--- src/sv/sel_pkg.sv ---
// sel_pkg: shared types, codes and constants of the s-expression lexer
// no dependencies; compiled before the interfaces and modules
package sel_pkg;

    // width of the internal line counter and of the line field on the result channel
    localparam int LINE_BITS  = 24;
    localparam int LINE_OUT_W = 24;

    // lexer modes
    localparam logic [1:0] MODE_START  = 2'd0;
    localparam logic [1:0] MODE_STRING = 2'd1;
    localparam logic [1:0] MODE_NUMBER = 2'd2;
    localparam logic [1:0] MODE_SYMVAR = 2'd3;

    // result event codes
    localparam logic [1:0] EV_CHAR  = 2'd0;
    localparam logic [1:0] EV_DONE  = 2'd1;
    localparam logic [1:0] EV_ERROR = 2'd2;
    localparam logic [1:0] EV_END   = 2'd3;

    // token type codes
    localparam logic [2:0] TOK_NONE   = 3'd0;
    localparam logic [2:0] TOK_OPEN   = 3'd1;
    localparam logic [2:0] TOK_CLOSE  = 3'd2;
    localparam logic [2:0] TOK_STRING = 3'd3;
    localparam logic [2:0] TOK_INT    = 3'd4;
    localparam logic [2:0] TOK_FLOAT  = 3'd5;
    localparam logic [2:0] TOK_SYMBOL = 3'd6;
    localparam logic [2:0] TOK_VAR    = 3'd7;

    // character codes
    localparam logic [7:0] CH_NUL    = 8'h00;
    localparam logic [7:0] CH_TAB    = 8'h09;
    localparam logic [7:0] CH_LF     = 8'h0a;
    localparam logic [7:0] CH_CR     = 8'h0d;
    localparam logic [7:0] CH_SPACE  = 8'h20;
    localparam logic [7:0] CH_QUOTE  = 8'h22;
    localparam logic [7:0] CH_DOLLAR = 8'h24;
    localparam logic [7:0] CH_LPAREN = 8'h28;
    localparam logic [7:0] CH_RPAREN = 8'h29;
    localparam logic [7:0] CH_MINUS  = 8'h2d;
    localparam logic [7:0] CH_DOT    = 8'h2e;
    localparam logic [7:0] CH_ZERO   = 8'h30;
    localparam logic [7:0] CH_NINE   = 8'h39;
    localparam logic [7:0] CH_BSLASH = 8'h5c;

    // lexer state kept between bytes
    typedef struct packed {
        logic [1:0]           mode;
        logic                 esc;
        logic                 is_int;
        logic                 is_var;
        logic [LINE_BITS-1:0] line_count;
    } sel_state_t;

    // one result item
    typedef struct packed {
        logic [1:0]            event_res;
        logic [2:0]            token_type;
        logic [7:0]            text_char;
        logic [LINE_OUT_W-1:0] line;
        logic                  last;
    } sel_res_t;

    function automatic sel_res_t mk_res(
        input logic [1:0]            ev,
        input logic [2:0]            tok,
        input logic [7:0]            c,
        input logic [LINE_OUT_W-1:0] ln
    );
        sel_res_t r;
        r.event_res  = ev;
        r.token_type = tok;
        r.text_char  = c;
        r.line       = ln;
        r.last       = 1'b0;
        return r;
    endfunction

endpackage

--- src/sv/sel_if.sv ---
// sel_if: valid/ready channel interfaces for the lexer text bytes and results
// depends on sel_pkg
interface sel_text_if;
    import sel_pkg::*;

    logic       valid;
    logic       ready;
    logic [7:0] ch;

    modport source (output valid, output ch, input ready);
    modport sink   (input valid, input ch, output ready);
endinterface

interface sel_result_if;
    import sel_pkg::*;

    logic                  valid;
    logic                  ready;
    logic [1:0]            event_res;
    logic [2:0]            token_type;
    logic [7:0]            text_char;
    logic [LINE_OUT_W-1:0] line;
    logic                  last;

    modport source (output valid, output event_res, output token_type, output text_char,
                    output line, output last, input ready);
    modport sink   (input valid, input event_res, input token_type, input text_char,
                    input line, input last, output ready);
endinterface

--- src/sv/sel_step.sv ---
// sel_step: next-state and result logic of the lexer for one byte
// depends on sel_pkg; gives up to two results per byte
module sel_step (
    input  sel_pkg::sel_state_t st,
    input  logic [7:0]          ch,
    output sel_pkg::sel_state_t nxt,
    output logic [1:0]          num_res,
    output sel_pkg::sel_res_t   res0,
    output sel_pkg::sel_res_t   res1
);
    import sel_pkg::*;

    localparam logic [LINE_BITS-1:0] LINE_MAX = '1;
    localparam logic [LINE_BITS-1:0] LINE_ONE = {{(LINE_BITS-1){1'b0}}, 1'b1};

    logic                             is_space;
    logic                             is_digit;
    logic                             is_paren;
    logic [2:0]                       done_tok;
    logic [2:0]                       paren_tok;
    logic [LINE_BITS-1:0]             line_new;
    logic [LINE_BITS+LINE_OUT_W-1:0]  line_ext;
    logic [LINE_OUT_W-1:0]            ln;

    // character classes
    assign is_space  = (ch == CH_SPACE) || (ch == CH_LF) || (ch == CH_CR) || (ch == CH_TAB);
    assign is_digit  = (ch >= CH_ZERO) && (ch <= CH_NINE);
    assign is_paren  = (ch == CH_LPAREN) || (ch == CH_RPAREN);
    assign paren_tok = (ch == CH_LPAREN) ? TOK_OPEN : TOK_CLOSE;

    // saturating line counter, reported after this byte
    assign line_new = ((ch == CH_LF) && (st.line_count != LINE_MAX))
                    ? st.line_count + LINE_ONE : st.line_count;
    assign line_ext = {{LINE_OUT_W{1'b0}}, line_new};
    assign ln       = line_ext[LINE_OUT_W-1:0];

    // type of the number or symbol that a delimiter completes
    always_comb
    begin
        if (st.mode == MODE_NUMBER)
        begin
            done_tok = st.is_int ? TOK_INT : TOK_FLOAT;
        end
        else
        begin
            done_tok = st.is_var ? TOK_VAR : TOK_SYMBOL;
        end
    end

    // mode transitions and results
    always_comb
    begin
        sel_res_t r0;
        sel_res_t r1;
        logic [1:0] k;

        nxt            = st;
        nxt.line_count = line_new;
        r0             = mk_res(EV_CHAR, TOK_NONE, ch, ln);
        r1             = mk_res(EV_END, TOK_NONE, CH_NUL, ln);
        k              = 2'd0;

        case (st.mode)
            MODE_START:
            begin
                if (ch == CH_NUL)
                begin
                    r0 = mk_res(EV_END, TOK_NONE, CH_NUL, ln);
                    k  = 2'd1;
                end
                else if (is_paren)
                begin
                    r0 = mk_res(EV_DONE, paren_tok, ch, ln);
                    k  = 2'd1;
                end
                else if (is_space)
                begin
                    k = 2'd0;
                end
                else if (ch == CH_QUOTE)
                begin
                    nxt.mode = MODE_STRING;
                    nxt.esc  = 1'b0;
                    k        = 2'd1;
                end
                else if ((ch == CH_MINUS) || is_digit)
                begin
                    nxt.mode   = MODE_NUMBER;
                    nxt.is_int = 1'b1;
                    k          = 2'd1;
                end
                else
                begin
                    nxt.mode = MODE_SYMVAR;
                    if (ch == CH_DOLLAR)
                    begin
                        nxt.is_var = 1'b1;
                    end
                    else
                    begin
                        nxt.is_var = 1'b0;
                        k          = 2'd1;
                    end
                end
            end

            MODE_STRING:
            begin
                if (ch == CH_NUL)
                begin
                    r0       = mk_res(EV_DONE, TOK_STRING, CH_NUL, ln);
                    k        = 2'd2;
                    nxt.mode = MODE_START;
                end
                else if ((ch == CH_QUOTE) && !st.esc)
                begin
                    r1       = mk_res(EV_DONE, TOK_STRING, CH_NUL, ln);
                    k        = 2'd2;
                    nxt.mode = MODE_START;
                end
                else
                begin
                    // backslash toggles so a doubled one escapes nothing
                    nxt.esc = (ch == CH_BSLASH) ? ~st.esc : 1'b0;
                    k       = 2'd1;
                end
            end

            MODE_NUMBER, MODE_SYMVAR:
            begin
                if (is_paren)
                begin
                    r0       = mk_res(EV_DONE, done_tok, CH_NUL, ln);
                    r1       = mk_res(EV_DONE, paren_tok, ch, ln);
                    k        = 2'd2;
                    nxt.mode = MODE_START;
                end
                else if (is_space)
                begin
                    r0       = mk_res(EV_DONE, done_tok, CH_NUL, ln);
                    k        = 2'd1;
                    nxt.mode = MODE_START;
                end
                else if (ch == CH_NUL)
                begin
                    r0       = mk_res(EV_DONE, done_tok, CH_NUL, ln);
                    k        = 2'd2;
                    nxt.mode = MODE_START;
                end
                else if (st.mode == MODE_SYMVAR)
                begin
                    k = 2'd1;
                end
                else if (ch == CH_DOT)
                begin
                    nxt.is_int = 1'b0;
                    k          = 2'd1;
                end
                else if (is_digit)
                begin
                    k = 2'd1;
                end
                else
                begin
                    r0       = mk_res(EV_ERROR, TOK_NONE, ch, ln);
                    k        = 2'd1;
                    nxt.mode = MODE_START;
                end
            end

            default:
            begin
                nxt.mode = MODE_START;
            end
        endcase

        // start mode always leaves the escape flag clear and the integer flag set
        if (nxt.mode == MODE_START)
        begin
            nxt.esc    = 1'b0;
            nxt.is_int = 1'b1;
        end

        r0.last = (k == 2'd1);
        r1.last = 1'b1;

        res0    = r0;
        res1    = r1;
        num_res = k;
    end

endmodule

--- src/sv/s_expression_lexer.sv ---
// s_expression_lexer: byte-serial s-expression tokenizer, top level
// a byte is held in the byte input register, then decoded into the result buffer, which drives the result channel
// throughput: one byte per cycle while the result channel takes each result; a byte that yields
//   two results holds the decode stage while the two-entry result buffer drains
// reset (rst_n low, asynchronous): lexer to start mode, line count 1, buffers empty
// depends on sel_pkg, sel_if and sel_step
module s_expression_lexer (
    input  logic                clk,
    input  logic                rst_n,
    sel_text_if.sink            text,
    sel_result_if.source        result
);
    import sel_pkg::*;

    localparam logic [LINE_BITS-1:0] LINE_ONE = {{(LINE_BITS-1){1'b0}}, 1'b1};

    logic        byte_vld_reg;
    logic [7:0]  byte_reg;
    sel_state_t  state_reg;
    sel_state_t  state_next;
    logic [1:0]  cnt_reg;
    sel_res_t    slot0_reg;
    sel_res_t    slot1_reg;
    logic [1:0]  num_res;
    sel_res_t    res0;
    sel_res_t    res1;
    logic        pop;
    logic        fire;

    // result buffer must be empty after this cycle before a byte is decoded
    assign pop        = result.valid && result.ready;
    assign fire       = byte_vld_reg && ((cnt_reg == 2'd0) || ((cnt_reg == 2'd1) && pop));
    assign text.ready = !byte_vld_reg || fire;

    // byte input register
    always_ff @(posedge clk or negedge rst_n)
    begin
        if (!rst_n)
        begin
            byte_vld_reg <= 1'b0;
        end
        else if (text.ready)
        begin
            byte_vld_reg <= text.valid;
        end
    end

    always_ff @(posedge clk)
    begin
        if (text.ready && text.valid)
        begin
            byte_reg <= text.ch;
        end
    end

    // decode logic
    sel_step u_step (
        .st      (state_reg),
        .ch      (byte_reg),
        .nxt     (state_next),
        .num_res (num_res),
        .res0    (res0),
        .res1    (res1)
    );

    // lexer state
    always_ff @(posedge clk or negedge rst_n)
    begin
        if (!rst_n)
        begin
            state_reg.mode       <= MODE_START;
            state_reg.esc        <= 1'b0;
            state_reg.is_int     <= 1'b1;
            state_reg.is_var     <= 1'b0;
            state_reg.line_count <= LINE_ONE;
        end
        else if (fire)
        begin
            state_reg <= state_next;
        end
    end

    // result buffer occupancy
    always_ff @(posedge clk or negedge rst_n)
    begin
        if (!rst_n)
        begin
            cnt_reg <= 2'd0;
        end
        else if (fire)
        begin
            cnt_reg <= num_res;
        end
        else if (pop)
        begin
            cnt_reg <= cnt_reg - 2'd1;
        end
    end

    // result buffer payload, head in slot 0
    always_ff @(posedge clk)
    begin
        if (fire)
        begin
            slot0_reg <= res0;
            slot1_reg <= res1;
        end
        else if (pop)
        begin
            slot0_reg <= slot1_reg;
        end
    end

    assign result.valid      = (cnt_reg != 2'd0);
    assign result.event_res  = slot0_reg.event_res;
    assign result.token_type = slot0_reg.token_type;
    assign result.text_char  = slot0_reg.text_char;
    assign result.line       = slot0_reg.line;
    assign result.last       = slot0_reg.last;

`ifndef ASSERT_OFF
    // buffer holds at most two results
    a_cnt_bound: assert property (@(posedge clk) disable iff (!rst_n)
        cnt_reg != 2'd3)
        else $error("result buffer over capacity");

    // a two-result byte shows a non-final result first
    a_pair_order: assert property (@(posedge clk) disable iff (!rst_n)
        fire && (num_res == 2'd2) |=> result.valid && !result.last && (cnt_reg == 2'd2))
        else $error("two-result byte out of order");

    // line counter never leaves the valid range
    a_line_nonzero: assert property (@(posedge clk) disable iff (!rst_n)
        state_reg.line_count != '0)
        else $error("line counter reached zero");

    // the final result of a byte is the last one left in the buffer
    a_last_tail: assert property (@(posedge clk) disable iff (!rst_n)
        result.valid && result.last |-> cnt_reg == 2'd1)
        else $error("final result followed by another in buffer");
`endif

endmodule
--- src/flat_wrapper.sv ---
// flat-port wrapper written by rule: the top's interface ports become plain ports
module s_expression_lexer_flat import sel_pkg::*;
  (clk, rst_n, text_valid, text_ch, text_ready, result_valid, result_event_res, result_token_type, result_text_char, result_line, result_last, result_ready);
  sel_text_if text_i ();
  sel_result_if result_i ();
  input  logic clk;
  input  logic rst_n;
  input wire logic [$bits(text_i.valid)-1:0] text_valid;
  input wire logic [$bits(text_i.ch)-1:0] text_ch;
  output wire logic [$bits(text_i.ready)-1:0] text_ready;
  output wire logic [$bits(result_i.valid)-1:0] result_valid;
  output wire logic [$bits(result_i.event_res)-1:0] result_event_res;
  output wire logic [$bits(result_i.token_type)-1:0] result_token_type;
  output wire logic [$bits(result_i.text_char)-1:0] result_text_char;
  output wire logic [$bits(result_i.line)-1:0] result_line;
  output wire logic [$bits(result_i.last)-1:0] result_last;
  input wire logic [$bits(result_i.ready)-1:0] result_ready;
  assign text_i.valid = text_valid;
  assign text_i.ch = text_ch;
  assign text_ready = text_i.ready;
  assign result_valid = result_i.valid;
  assign result_event_res = result_i.event_res;
  assign result_token_type = result_i.token_type;
  assign result_text_char = result_i.text_char;
  assign result_line = result_i.line;
  assign result_last = result_i.last;
  assign result_i.ready = result_ready;
  s_expression_lexer u_core (.clk(clk), .rst_n(rst_n), .text(text_i), .result(result_i));
endmodule
--- config.mk ---
export PLATFORM = sky130hd
export DESIGN_NAME = s_expression_lexer_flat
export DESIGN_NICKNAME = d
export VERILOG_FILES = /design/src/sv/sel_pkg.sv /design/src/sv/sel_if.sv /design/src/sv/sel_step.sv /design/src/sv/s_expression_lexer.sv /design/src/flat_wrapper.sv
export SDC_FILE = /design/constraint.sdc
export NUM_CORES = 1
export LEC_CHECK = 0
export BUFFER_PORTS_ARGS = -buffer_cell sky130_fd_sc_hd__buf_2
export CORE_MARGIN = 10
export CORE_UTILIZATION = 30
export DETAILED_ROUTE_END_ITERATION = 6
export GPL_TIMING_DRIVEN = 0
export HOLD_SLACK_MARGIN = 0.03
export PLACE_DENSITY = 0.51
export REMOVE_ABC_BUFFERS = 1
export SLEW_MARGIN = 20
export SYNTH_ARGS = -nofsm -noshare
export SYNTH_HDL_FRONTEND = slang
export SYNTH_SLANG_ARGS = --single-unit
--- constraint.sdc ---
create_clock -name clk -period 4.35 [get_ports clk]
set_clock_uncertainty 0.1 [all_clocks]
set_input_delay 0.2175 -clock clk [delete_from_list [all_inputs] [get_ports clk]]
set_output_delay 0.2175 -clock clk [all_outputs]
set_load 0.02 [all_outputs]
; ---- Word level (Yosys, flattened, before mapping)
; Index checks and enable logic that the tools add are counted.
[totals]
in_bits = 12
register_bits = 115
[op_classes]
n_addsub = 2
n_reduce_logical = 28
bitwise = 6
n_mux = 65
n_lt_le_gt_ge = 2
eq_ne = 30
[op_table]
columns = operator, count
row1 = $mux W38, 12
row2 = $pmux W38 S3, 1
row3 = $pmux W38 S2, 1
row4 = $mux W37, 2
row5 = $eq A8 B6 Y1 const B, 7
row6 = $mux W2, 20
row7 = $ne A3 B3 Y1 const B, 13
row8 = $add A24 B1 Y24 const B, 1
row9 = $eq A8 B4 Y1 const B, 3
row10 = $mux W24, 1
row11 = $ne A24 B24 Y1 const B, 1
row12 = $mux W1, 21
row13 = $mux W5, 3
row14 = $pmux W2 S3, 2
row15 = $reduce_and A12 Y1, 1
row16 = $eq A8 B7 Y1 const B, 1
row17 = $ge A8 B6 Y1 const B, 1
row18 = $le A8 B6 Y1 const B, 1
row19 = $logic_not A8 Y1, 1
row20 = $reduce_and A8 Y1, 1
row21 = $logic_and A1 B1 Y1, 7
row22 = $logic_or A1 B1 Y1, 7
row23 = $reduce_and A7 Y1, 1
row24 = $eq A2 B1 Y1 const B, 3
row25 = 9 further kinds, 21

; ---- Logic depth before layout (Yosys ltp)
[logic_depth]
depth_word = 12
mapped_depth = 10

; ---- Cells and area by module
; A second synthesis with hierarchy kept.
[hier_totals]
hier_cells = 456
hier_area_um2 = 6339.8
[modules_own_cells]
columns = mod, seq_area_each_um2, n_inst, cells_each, area_per_inst_um2
row1 = s_expression_lexer, 3325.7, 1, 208, 4636.9
row2 = sel_step, 0.0, 1, 248, 1702.9

; ---- Least setup slack after synthesis
; No wires, ideal clock.
[synth_path]
kind = register -> register
start = register u_core.cnt_reg[0]
end = register u_core.slot0_reg (netlist bit u_core.result.line[0]), data pin
required_time_ns = 3.921
slack_ns = 1.168
path_stages_with_launch = 10
arrival_time_ns = 2.753
synth_period_minus_slack_ns = 3.182
setup_time_ns = 0.329
cell_sequence = dfrtp_1 inv_1 ha_1 a21oi_1 nand2b_1 clkbuf_1 inv_2 buf_1 clkbuf_1 a31oi_1
[synth_between]
elab_chain_len = 6
elab_cells_between_ends = 8
[synth_lines]
columns = item, line_no
row1 = start: declaration, s_expression_lexer.sv:21  ; logic [1:0] cnt_reg;
row2 = start signal: assignment, s_expression_lexer.sv:92  ; cnt_reg <= num_res;
row3 = start signal: assignment, s_expression_lexer.sv:96  ; cnt_reg <= cnt_reg - 2'd1;
row4 = $reduce_bool A2 Y1, s_expression_lexer.sv:114  ; assign result.valid = (cnt_reg != 2'd0);
row5 = $logic_and A1 B1 Y1, s_expression_lexer.sv:31  ; assign pop = result.valid && result.ready;
row6 = $logic_and A1 B1 Y1, s_expression_lexer.sv:32  ; assign fire = byte_vld_reg && ((cnt_reg == 2'd0) || ((cnt_reg == 2'd1) && pop));
row7 = $logic_or A1 B1 Y1 (*), s_expression_lexer.sv:32
row8 = $logic_and A1 B1 Y1 (*), s_expression_lexer.sv:32
row9 = named net u_core.fire, s_expression_lexer.sv:28  ; logic fire;
row10 = $mux W38 (*), s_expression_lexer.sv:103  ; if (fire)
row11 = end signal: assignment, s_expression_lexer.sv:105  ; slot0_reg <= res0;
row12 = end signal: assignment, s_expression_lexer.sv:110  ; slot0_reg <= slot1_reg;
row13 = end: declaration, s_expression_lexer.sv:22  ; sel_res_t slot0_reg;
; The timed path passes the listed nets; every way through them passes the cells marked *.
; A chain may end at the register's enable or synchronous reset.

; ---- Worst setup path after layout
[layout_path]
start = register u_core.cnt_reg[0]
end = register u_core.state_reg[13] (netlist name)
[layout_between]
elab_chain_len = 5
elab_cells_between_ends = 7
[layout_lines]
columns = item, line_no
row1 = $reduce_bool A2 Y1, s_expression_lexer.sv:114
row2 = $logic_and A1 B1 Y1, s_expression_lexer.sv:31
row3 = $logic_and A1 B1 Y1, s_expression_lexer.sv:32
row4 = $logic_or A1 B1 Y1 (*), s_expression_lexer.sv:32
row5 = $logic_and A1 B1 Y1 (*), s_expression_lexer.sv:32
row6 = end signal: assignment, s_expression_lexer.sv:79  ; state_reg <= state_next;
row7 = end: declaration, s_expression_lexer.sv:19  ; sel_state_t state_reg;
; Every way passes the cells marked *; elsewhere a longest branch is shown, timed or not.

==> results.toml <==
[outcome]
status = "complete, no violations"

[power_and_ir_drop]
leakagePower_nw = 2.70
comb_power_share = 0.296
ir_drop_v = 0.000366
p_clk_frac = 0.308
p_per_area_nw_per_um2 = 681
internal_power_mw = 3.10
switching_power_mw = 1.60
sw_frac_of_total = 0.340
power_frac_seq = 0.396

[placed_design]
port_buffers = 51
dpl_worst_slack_ns = 1.11
gp_congestion = 0.820
postPlaceCellArea_um2 = 6180
hpwl_mm = 8.65

[grt]
grt_overflow_total = 0
grt_pass1_wl_mm = 20.9
grt_start_max_net_pins = 55
grt_use_total = 0.107
antenna_found_initial = 0
grt_pass1_vias = 3943

[floorplan]
std_cell_rows = 50
core_area_um2 = 18700
die_h_um = 158
die-area_um2 = 25000
die-width_um = 158
start_util = 0.306
pin_count = 52

[sta]
fmax_mhz = 313
rsz0062_at_grt = "no"
max-slew-margin-rel = 0.370
fin_crit_ns = 3.20
finalWorstSetupSlack_ns = 1.15
fin_tns_setup_ns = 0
tightestPinTransition_ns = 0.938
setup_viol = 0
slew_viol_final = 0
whs_ns = 0.115
fin_crit_sh = 0.735
final_hold_viol_count = 0

[drt]
first_pass_iters = 4
vias_per_cell = 5.03
drt_wl_total_mm = 12.9
drc = 0
detail-route-antenna-nets = 0
num_vias = 4092
wl_per_cell_um = 15.8
drt-initial-drc-count = 249

[critical_path]
path_class = "register to register"
required_ns = 4.58
start_kind = "register"
critical_path_arrival_ns = 3.43
crit_fanout = 54
crit_path_end_kind = "register"

[yosys]
syn_area_per_cell_um2 = 11.1
ys_ff_latch = 113
synth_edf_count = 81
async_flop_share = 0.283
syn_inst = 514
yosysWarningCount = 0
yosysSeqAreaShare = 0.566
synth_area_um2 = 5720
synth_cell_types = 72
ys.flop_type = "edfxtp_1"

[finish]
syn_to_final_growth_pct = 20.6
design_area_um2 = 6890
nets = 582
antenna_cells = 0
nFillCells = 1848
drive_above_1_share = 0.195
largest_reg_flops = 35

[clock_tree]
ctsLongestPathBuffers = 2
clk_pin_slew_ns = 0.05
cts_made_buffers = 17
cts_tree = "done"
cts-htree-levels = 4
cts.sinks = 113
clock-root-buffer = "clkbuf_16"
cts_setup_buffers = 0
clk_latency_ns = 0.42

[hold_path]
hold_class = "input pin to register"

[flow_run]
cap_violations = 0
-- cell usage after synthesis, drive strengths merged, types with 2 or more instances --
cell / n / share of area
dfstp: 2 / 0.0092
and4: 6 / 0.010
a211oi: 3 / 0.0048
nand2: 65 / 0.043
or3: 7 / 0.0077
a21oi: 10 / 0.0088
o31ai: 7 / 0.0092
and3: 5 / 0.0055
o22ai: 2 / 0.0022
mux2i: 2 / 0.0035
nand4: 15 / 0.019
o21ai: 16 / 0.014
xnor2: 16 / 0.025
a31oi: 19 / 0.021
inv: 14 / 0.0092
xor2: 16 / 0.025
o311ai: 2 / 0.0031
nor4: 11 / 0.018
a22o: 4 / 0.0061
nor3b: 4 / 0.0053
a21o: 2 / 0.0026
nor3: 16 / 0.016
or2: 4 / 0.0044
and2: 9 / 0.0099
o211ai: 2 / 0.0026
nor2: 35 / 0.023
edfxtp: 81 / 0.43
o41ai: 5 / 0.0077
a21bo: 2 / 0.0035
nor4bb: 2 / 0.0035
nand2b: 4 / 0.0044
a311o: 2 / 0.0035
a31o: 3 / 0.0046
nand3b: 4 / 0.0053
mux2: 9 / 0.018
buf: 14 / 0.014
nand3: 17 / 0.015
or4: 8 / 0.011
dfrtp: 30 / 0.13
clkbuf: 19 / 0.012
ha: 3 / 0.0066
-- cells by family after synthesis --
kind of cell | Yosys count | synth area share
DFF | 113 | 0.566
other | 1 | 0.000656
buffers and inverters | 47 | 0.0361
xor gates and xnor gates | 32 | 0.0490
muxes | 11 | 0.0212
AOI/OAI and AO/OA | 89 | 0.110
and+or+nand+nor | 218 | 0.210
adders and majority gates | 3 | 0.00657
-- cell usage in the layout, fill, tap and decap left out, types with 16 or more instances in the layout --
cell type  instances
a31oi_1           19
clkbuf_16         17
xnor2_1           16
edfxtp_1          81
xor2_1            16
dfrtp_1           30
nand2_1           63
nand3_1           17
nor2_1            35
buf_2             51
-- per-layer routing --
layer	part of all wire	global-route usage
met1	0.47	0.132
met4	0.0086	0.0432
met5	0	0
met2	0.47	0.167
met3	0.051	0.0374
-- worst paths after layout --
check / startpoint / to / slack, ns / cells past startpoint
max in group asynchronous: rst_n / u_core.state_reg[7] / 3.26 / 2
hold reg to reg: u_core.state_reg[16] / u_core.state_reg[16] / 0.42 / 1
setup / recovery: u_core.cnt_reg[0] / u_core.state_reg[13] / 1.15 / 9
setup reg to reg: u_core.cnt_reg[0] / u_core.state_reg[13] / 1.15 / 9
min in group asynchronous: rst_n / u_core.state_reg[24] / 0.37 / 2
hold / removal: result_ready / u_core.byte_vld_reg / 0.11 / 4
-- stage by stage --
step           utilization  total power, mW  cells
2_1_floorplan            -             2.76    485
6_report             0.368             4.70    814
4_1_cts              0.368             4.79    814
3_3_place_gp         0.327             3.23    770
5_1_grt              0.368             4.99    814
3_5_place_dp         0.330             3.30    772
-- timing repair --
item | in CTS | in global routing
resized for setup | 0 | 0
setup endpoints to repair | 0 | 0
endpoints found under the hold margin | 39 | 0
hold buffers | 10 | 0
-- critical path: stages, from the launching register on --
cell	delay, ns
dfrtp_1	0.39
inv_1	0.08
ha_1	0.19
a21oi_1	0.08
nand2b_2	0.56
inv_4	0.54
buf_16	0.29
nand2_1	0.31
nor4_1	0.32
xor2_1	0.19
-- power by group through the flow --
stage / Sequential (mW) / Clock, mW / Combinational, mW
after floorplan: 2.09 / 0 / 0.670
after global placement: 1.89 / 0 / 1.35
after detailed placement: 1.88 / 0 / 1.42
after CTS: 1.86 / 1.49 / 1.43
after global routing: 1.90 / 1.54 / 1.55
final: 1.86 / 1.45 / 1.39
-- final cells by class --
cell class	instances	area (µm²)	area share
clock inverter	12	165	0.0240
multi-input combinational	358	2290	0.333
timing repair buffer	63	403	0.0585
clock buffer	20	447	0.0648
sequential	113	3240	0.469
tap	234	293	0.0425
inverter	14	55.1	0.00799
(Power assumes the default switching activity.)
